**src/rtl/cip_pkg.sv**
```systemverilog
// ----------------------------------------------------------------------------
// Checked integer power: shared package
// Word widths, operand types and the status codes of a result.
// ----------------------------------------------------------------------------
package cip_pkg;

  localparam int unsigned IO_W       = 64;
  localparam int unsigned DATA_WIDTH = 64;
  localparam int unsigned HALF_W     = (DATA_WIDTH + 1) / 2;
  localparam int unsigned PP_W       = 2 * HALF_W;

  typedef logic [DATA_WIDTH-1:0]   word_t;
  typedef logic [2*DATA_WIDTH-1:0] dword_t;

  typedef enum logic [1:0] {
    ST_OK        = 2'd0,
    ST_NEG_EXP   = 2'd1,
    ST_ZERO_ZERO = 2'd2,
    ST_OVERFLOW  = 2'd3
  } status_e;

endpackage

```
**src/rtl/checked_integer_power.sv**
```systemverilog
// ----------------------------------------------------------------------------
// Checked integer power
// Raises a signed base to a non-negative exponent by square-and-multiply and
// flags a negative exponent, zero to the zero, and overflow.
// ----------------------------------------------------------------------------
// One item is worked on at a time, and the input is ready only while the
// sequencer is idle. Special inputs (negative exponent, zero base, base of
// plus or minus one) skip the square-and-multiply loop. Otherwise each
// exponent bit takes sequencing plus a multiply for every square and every
// accumulate, all on one shared 32 by 32 bit multiplier whose four partial
// products are summed in a 128-bit register. A base of magnitude two or
// more exceeds the range after at most six squares. The input is ready
// again from the same cycle in which a result is offered. The finished
// result waits in an output register, so the next item can be taken before
// the previous result transfer.
module checked_integer_power (
  input  logic                              clk_i,
  input  logic                              rst_ni,
  input  logic                              in_valid_i,
  output logic                              in_ready_o,
  input  logic signed [cip_pkg::IO_W-1:0]   base_value_i,
  input  logic signed [cip_pkg::IO_W-1:0]   exponent_value_i,
  output logic                              out_valid_o,
  input  logic                              out_ready_i,
  output logic signed [cip_pkg::IO_W-1:0]   power_result_o,
  output logic [1:0]                        result_status_o
);
  import cip_pkg::*;

  typedef enum logic [2:0] {
    S_IDLE,
    S_LOOP,
    S_MUL,
    S_MCHK,
    S_ADV,
    S_DONE
  } state_e;

  typedef enum logic {
    OP_ACC,
    OP_SQR
  } mop_e;

  localparam word_t    LIM      = {1'b1, {(DATA_WIDTH-1){1'b0}}};
  localparam word_t    ONE      = word_t'(1);
  localparam logic [2:0] CNT_LAST = 3'd4;

  state_e  state_q;
  mop_e    op_q;
  word_t   acc_q, sq_q, e_q, res_q, out_res_q;
  logic    neg_q;
  status_e stat_q, out_stat_q;
  logic    out_valid_q;
  logic [2:0]      cnt_q;
  logic [PP_W-1:0] pp_q;
  logic [1:0]      sh_q;
  logic            pv_q;
  dword_t          prod_q;

  word_t           b_w, e_w, mag_w, e_shr;
  logic [PP_W-1:0] opa, opb, pp_d;
  logic [HALF_W-1:0] pa, pb;
  dword_t          pp_ext;
  logic            prod_big;

  assign b_w   = base_value_i[DATA_WIDTH-1:0];
  assign e_w   = exponent_value_i[DATA_WIDTH-1:0];
  assign mag_w = b_w[DATA_WIDTH-1] ? (~b_w + ONE) : b_w;
  assign e_shr = e_q >> 1;

  assign opa  = PP_W'((op_q == OP_ACC) ? acc_q : sq_q);
  assign opb  = PP_W'(sq_q);
  assign pa   = cnt_q[0] ? opa[PP_W-1:HALF_W] : opa[HALF_W-1:0];
  assign pb   = cnt_q[1] ? opb[PP_W-1:HALF_W] : opb[HALF_W-1:0];
  assign pp_d = PP_W'(pa) * PP_W'(pb);

  assign pp_ext   = dword_t'(pp_q) << (sh_q * HALF_W);
  assign prod_big = prod_q > dword_t'(LIM);

  always_ff @(posedge clk_i or negedge rst_ni) begin
    if (!rst_ni) begin
      state_q     <= S_IDLE;
      op_q        <= OP_ACC;
      acc_q       <= '0;
      sq_q        <= '0;
      e_q         <= '0;
      res_q       <= '0;
      neg_q       <= 1'b0;
      stat_q      <= ST_OK;
      out_valid_q <= 1'b0;
      out_res_q   <= '0;
      out_stat_q  <= ST_OK;
      cnt_q       <= '0;
      pp_q        <= '0;
      sh_q        <= '0;
      pv_q        <= 1'b0;
      prod_q      <= '0;
    end else begin
      if (out_valid_q && out_ready_i && (state_q != S_DONE)) begin
        out_valid_q <= 1'b0;
      end
      unique case (state_q)
        S_IDLE: begin
          if (in_valid_i) begin
            acc_q <= ONE;
            sq_q  <= mag_w;
            e_q   <= e_w;
            neg_q <= b_w[DATA_WIDTH-1] & e_w[0];
            res_q <= '0;
            if (e_w[DATA_WIDTH-1]) begin
              stat_q  <= ST_NEG_EXP;
              state_q <= S_DONE;
            end else if (b_w == '0) begin
              stat_q  <= (e_w == '0) ? ST_ZERO_ZERO : ST_OK;
              state_q <= S_DONE;
            end else if (mag_w == ONE) begin
              stat_q  <= ST_OK;
              res_q   <= (b_w[DATA_WIDTH-1] & e_w[0]) ? '1 : ONE;
              state_q <= S_DONE;
            end else begin
              state_q <= S_LOOP;
            end
          end
        end
        S_LOOP: begin
          if (e_q == '0) begin
            if (!neg_q && acc_q[DATA_WIDTH-1]) begin
              stat_q <= ST_OVERFLOW;
              res_q  <= '0;
            end else begin
              stat_q <= ST_OK;
              res_q  <= neg_q ? (~acc_q + ONE) : acc_q;
            end
            state_q <= S_DONE;
          end else if (e_q[0]) begin
            op_q    <= OP_ACC;
            cnt_q   <= '0;
            pv_q    <= 1'b0;
            prod_q  <= '0;
            state_q <= S_MUL;
          end else begin
            state_q <= S_ADV;
          end
        end
        S_MUL: begin
          if (pv_q) begin
            prod_q <= prod_q + pp_ext;
          end
          pp_q  <= pp_d;
          sh_q  <= 2'(cnt_q[0]) + 2'(cnt_q[1]);
          pv_q  <= (cnt_q != CNT_LAST);
          cnt_q <= cnt_q + 3'd1;
          if (cnt_q == CNT_LAST) begin
            state_q <= S_MCHK;
          end
        end
        S_MCHK: begin
          if (prod_big) begin
            stat_q  <= ST_OVERFLOW;
            res_q   <= '0;
            state_q <= S_DONE;
          end else if (op_q == OP_ACC) begin
            acc_q   <= prod_q[DATA_WIDTH-1:0];
            state_q <= S_ADV;
          end else begin
            sq_q    <= prod_q[DATA_WIDTH-1:0];
            state_q <= S_LOOP;
          end
        end
        S_ADV: begin
          e_q <= e_shr;
          if (e_shr == '0) begin
            state_q <= S_LOOP;
          end else begin
            op_q    <= OP_SQR;
            cnt_q   <= '0;
            pv_q    <= 1'b0;
            prod_q  <= '0;
            state_q <= S_MUL;
          end
        end
        S_DONE: begin
          if (!out_valid_q || out_ready_i) begin
            out_valid_q <= 1'b1;
            out_res_q   <= res_q;
            out_stat_q  <= stat_q;
            state_q     <= S_IDLE;
          end
        end
        default: begin
          state_q <= S_IDLE;
        end
      endcase
    end
  end

  assign in_ready_o      = (state_q == S_IDLE);
  assign out_valid_o     = out_valid_q;
  assign power_result_o  = IO_W'($signed(out_res_q));
  assign result_status_o = out_stat_q;

endmodule

```
**config.mk**
```make
export PLATFORM = sky130hd
export DESIGN_NAME = checked_integer_power
export DESIGN_NICKNAME = d
export VERILOG_FILES = /design/src/rtl/cip_pkg.sv /design/src/rtl/checked_integer_power.sv
export SDC_FILE = /design/constraint.sdc
export NUM_CORES = 2
export LEC_CHECK = 0
export ABC_CLOCK_PERIOD_IN_PS = 11900
export BUFFER_PORTS_ARGS = -buffer_cell sky130_fd_sc_hd__buf_2
export CAP_MARGIN = 10
export CORE_UTILIZATION = 25
export CTS_CLUSTER_SIZE = 30
export DETAILED_ROUTE_END_ITERATION = 8
export GPL_TIMING_DRIVEN = 0
export PLACE_DENSITY = 0.37
export SLEW_MARGIN = 20
export SYNTH_ARGS = -nofsm -noshare
export SYNTH_HDL_FRONTEND = slang
export SYNTH_SLANG_ARGS = --single-unit
```
**constraint.sdc**
```tcl
create_clock -name clk_i -period 11.9 [get_ports clk_i]
set_input_delay 0.595 -clock clk_i [delete_from_list [all_inputs] [get_ports clk_i]]
set_output_delay 0.595 -clock clk_i [all_outputs]
set_load 0.005 [all_outputs]
```
# After elaboration in Yosys (flattened, before gate mapping)
# Index checks and enable logic that the tools add are counted.
[totals]
inputBits = 132
ff_bits = 528
word_cells = 139
[classes]
add_sub_neg = 5
reduce_logical = 27
n_shift = 1
n_eq_ne = 22
n_bitwise = 3
muxes = 63
mul = 1
order_cmp = 1
[op_table]
columns = ["cell", "count"]
rows = [
  ["$mux 64", 18],
  ["$mux 128", 4],
  ["$pmux 128 s3", 1],
  ["$pmux 64 s2", 3],
  ["$logic_not 64->1", 4],
  ["$pmux 64 s3", 1],
  ["$add 128x128->128", 1],
  ["$add 64x1->64 const B", 2],
  ["$gt 128x64->1 const B", 1],
  ["$not 64->64", 2],
  ["$shl 64x7->128", 1],
  ["$eq 64x1->1 const B", 1],
  ["$mul 32x32->64", 1],
  ["$mux 32", 2],
  ["$mux 3", 13],
  ["$ne 2x2->1 const B", 12],
  ["$reduce_and 4->1", 5],
  ["$mux 2", 9],
  ["$pmux 3 s6", 1],
  ["$reduce_and 5->1", 2],
  ["$eq 3x3->1 const B", 3],
  ["$pmux 3 s3", 1],
  ["$mux 1", 7],
  ["$eq 3x2->1 const B", 2],
  ["other kinds (17)", 26],
]

# Depth between registers and ports, before layout
[logic_depth]
word_depth = 9
depth_mapped = 34
depth_no_buf = 30

# Worst setup path after synthesis
# OpenSTA, ideal clock, no wires.
[synth_timing]
path_kind = "reg-to-reg"
startpoint = "reg op_q"
endpoint = "reg pp_q[63]"
path_slack_ps = 2889
required_time_ps = 11818
stages_incl_launch_ff = 32
path_buffers = 5
arrival_time_ps = 8929
setup_ps = 82
period_less_slack_ps = 9011
cell_sequence = "dfrtp_1 > clkbuf_1 > buf_1 > clkbuf_1 > mux2i_1 > nand2_1 > o21ai_1 > clkbuf_1 > nor2_1 > fa_1 > inv_1 > fa_1 > fa_1 > fa_1 > inv_1 > fa_1 > fa_1 > fa_1 > fa_1 > ha_1 > clkbuf_1 > a21oi_1 > o21bai_1 > a21o_1 > a21oi_1 > o21bai_1 > a31o_2 > o311ai_0 > nand4b_1 > and3b_1 > or4_1 > a31oi_1"
[synth_between]
elab_chain_cells = 3
[synth_rtl]
columns = ["item", "line", "text"]
rows = [
  ["start, declared", "checked_integer_power.sv:49", "mop_e op_q;"],
  ["start signal, assigned", "checked_integer_power.sv:83", "op_q <= OP_ACC;"],
  ["start signal, assigned", "checked_integer_power.sv:136", "op_q <= OP_ACC;"],
  ["start signal, assigned", "checked_integer_power.sv:175", "op_q <= OP_SQR;"],
  ["$mux 64", "checked_integer_power.sv:71", "assign opa = PP_W'((op_q == OP_ACC) ? acc_q : sq_q);"],
  ["$mux 32", "checked_integer_power.sv:73", "assign pa = cnt_q[0] ? opa[PP_W-1:HALF_W] : opa[HALF_W-1:0];"],
  ["$mul 32x32->64", "checked_integer_power.sv:75", "assign pp_d = PP_W'(pa) * PP_W'(pb);"],
  ["end signal, assigned", "checked_integer_power.sv:149", "pp_q <= pp_d;"],
  ["end, declared", "checked_integer_power.sv:55", "logic [PP_W-1:0] pp_q;"],
]
# No other way between the ends.
# A chain may end at the register's enable or synchronous reset.

# Final worst setup path
# Same ends and word-level chain as after synthesis.

==> key figures <==
Drt
  – Iteration-0 DRC Markers: 5566
  – Wire per inst: 28.03 µm
  – 1st-pass router iterations: 5
  – DRC viols: 0
  – Vias: 60670
  – DR vias/cell: 5.080
  – Drt total wl: 334700 µm
  – Post-route ant nets: 0

Placement
  – Gpl congestion: 0.9916
  – I/O Buffers: 190
  – HPWL after detailed placement: 280400 µm

Synth
  – Synth cell types: 88
  – Synth top area share: between 20% and 30%
  – Largest family of logic cells by synthesized area: adder cells
  – Post-synthesis adder-cell area fraction: 33.57%
  – Multiplexer share of the synthesized area: 4.630%
  – Synth warn: 0
  – Synth Area in Compound Gates: 13.78%
  – Async S/R FF share, synth: 100.0%
  – Syn Inst Count: 8040
  – Most used DFF post-synth: dfrtp_1
  – Area share of and/or/nand/nor cells after synthesis: 17.01%
  – Post-Syn Nets: approximately 9500
  – Avg Cell Area, Syn: around 8.5 µm²
  – Sequential area share after synthesis: ~19%
  – Post-synthesis xor/xnor area fraction: 3.687%
  – Synth area leader: fa_1
  – Yosys reg bits: between 500 and 600
  – Synthesized area: around 0.07 mm²
  – Post-synth EDFFs: 0
  – Top cells by area, synth: fa_1 26%, dfrtp_1 19%, ha_1 7.2%

Die
  – Die area: 0.2748 mm²
  – Die extent in y: 524.2 µm
  – Initial Util: 25.16%
  – Die width: approximately 520 µm
  – Row cnt: 191
  – Core area: 0.2710 mm²
  – # IOs: 200

GRT
  – Vias in the first global route: between 60000 and 70000
  – Largest net degree at the start of global routing: 86
  – Initial antenna violation count: 12
  – GRT Residual Overflow: 0
  – First-pass GRT wire length: between 400000 and 500000 µm
  – GR Util All Layers: 24.32%

Worst setup path
  – Slowest cell delay on critical path: 0.74 ns
  – Crit start category: flip-flop
  – Delay-heaviest family, CP: adder cells
  – Data required time of the critical path: 12.52 ns
  – CP max stage cell: fa_1
  – CP Buf/Inv Count: 6
  – Most used cell, CP: fa_1
  – Setup CP Type: reg2reg
  – CP max FO: 10
  – Worst path arrival time: 12.50 ns
  – Crit. End Element: flip-flop

Clock tree
  – TritonCTS Sinks: 528
  – Clock Latency Late Sink: 0.71 ns
  – H-Tree Depth: 2
  – Num CTS Buffers: 60
  – Root Buffer: clkbuf_16
  – Clock buffer depth: 3
  – CTS tree: yes
  – Reg clk slew, reported paths: 0.07 ns

STA
  – Clock skew: 0.06715 ns
  – Fin. Hold Viols: 0
  – Relative slew slack: 12.57%
  – Worst-margin pin slew: 1.311 ns
  – Tmin final: 11.88 ns
  – F_max: ~84 MHz
  – Slew Limit Fails: 0
  – Crit share post-route: 99.84%
  – Min Hold Slack: 0.2015 ns
  – Final setup vio count: 0
  – RSZ-0062 raised after global routing: false

Outcome
  – Status: finished clean

Cells and area
  – Layout Nets: 9745
  – Multi-input combinational cell area: 0.04987 mm²
  – Most frequent cells in the layout: 1168 x nand2_1, 938 x inv_1, 913 x nor2_1
  – Fill cell count: 29520
  – Share of cells above drive strength 1: 7.387%
  – Seq. cell area: 0.01321 mm²
  – Synth-to-layout area growth: 12.53%
  – Most common cell after layout, fill and taps aside: nand2_1

Worst hold path
  – Worst hold path class: in2reg

Run
  – Max-cap violations: 0
[Yosys cell counts (all sizes together) (6+ instances only)]
| master | n |
|---|---|
| nand3b | 9 |
| xor2 | 109 |
| ha | 394 |
| inv | 938 |
| xnor2 | 178 |
| buf | 43 |
| nor2b | 50 |
| a21oi | 379 |
| o21a | 48 |
| a21boi | 16 |
| o21ai | 577 |
| nor3b | 6 |
| nand2 | 1168 |
| fa | 897 |
| clkbuf | 442 |
| or3 | 39 |
| or2 | 19 |
| and3 | 23 |
| nand4 | 115 |
| and4 | 9 |
| a22o | 41 |
| nor4 | 92 |
| o41ai | 21 |
| nand2b | 28 |
| and2 | 45 |
| mux2 | 131 |
| a221oi | 8 |
| o311ai | 8 |
| nor3 | 59 |
| nor2 | 913 |
| o31ai | 60 |
| dfrtp | 528 |
| nand3 | 58 |
| o21bai | 59 |
| mux2i | 168 |
| o211ai | 15 |
| a21o | 132 |
| or4 | 24 |
| a211oi | 19 |
| a31oi | 77 |
[registers in the layout, indices dropped and copies added, names as in the netlist]
signal	count
pp_q	64
neg_q	1
power_result_o	64
state_q	3
opb	64
prod_q	128
res_q	64
e_q	64
stat_q	2
result_status_o	2
cnt_q	3
out_valid_o	1
sh_q	2
acc_q	64
op_q	1
pv_q	1
[worst paths after layout]
path                            slack (ns)  cells past startpoint                  to                  from
worst max-delay path                  0.02                     30            pp_q[63]                  op_q
worst min-delay path                  0.20                      3             e_q[25]  exponent_value_i[25]
worst max register to register        0.02                     30            pp_q[63]                  op_q
worst min register to register        0.50                      1  power_result_o[12]    power_result_o[12]
max in group asynchronous             9.03                      7  power_result_o[36]                rst_ni
min in group asynchronous             0.43                      2          prod_q[80]                rst_ni
[stage by stage]
stage	std cells	setup WS (ns)	utilization, %	setup TNS [ns]	area, µm²
after floorplan	8040	2.889	-	0	68180
after global placement	11800	-2.329	27.16	-1110.43	73590
after detailed placement	11830	-0.6968	27.48	-3.541	74460
after CTS	11940	0.02012	28.28	0	76650
after global routing	11940	0.002031	28.30	0	76700
final	11940	0.01861	28.31	0	76720
[area by class of cell]
type	instances	area share, %
timing repair buffer	225	2.008
clock buffer	76	2.192
sequential	528	17.22
tap	3570	5.822
inverter	938	4.589
buffer	480	2.560
multi-input combinational	6089	65.00
clock inverter	30	0.5822
antenna	7	0.02283
[tightest hold or removal path, stage by stage]
cell and delay [ns]:
buf_2 0.09, mux2i_1 0.06, o21ai_0 0.13
[per-layer routing]
metal	global-route usage [%]	routed length, µm	up-vias	part of all wire [%]
met5	0	13	-	0.0039
met4	8.419	13760	2	4.1
met3	2.761	18900	383	5.6
met2	38.74	149900	2039	45
met1	33.99	152200	31290	45
li1	-	-	26960	-
[kinds of logic (layout without fill, tap and decap cells)]
| logic type | count (synthesis) | after routing |
|---|---|---|
| flip-flops | 528 | 528 |
| multiplexers | 299 | 299 |
| other | 0 | 7 |
| buffers and inverters | 1423 | 1749 |
| AO/OA/AOI/OAI | 1534 | 1534 |
| AND/OR/NAND/NOR | 2678 | 2678 |
| adder cells (fa/ha/maj) | 1291 | 1291 |
| XOR/XNOR | 287 | 287 |
[repair_timing]
| action | in CTS | in global routing |
|---|---|---|
| gates resized for setup | 39 | 31 |
| endpoints found under the setup margin | 20 | 4 |
| hold buffers | 1 | 0 |
| cloned | 0 | 0 |
| pin swaps | 0 | 0 |
| buffers inserted | 0 | 0 |
| hold endpoints to repair | 56 | 0 |
Power is not shown: default switching activity piles up to over one toggle a cycle in this logic, so the estimate is an artifact.
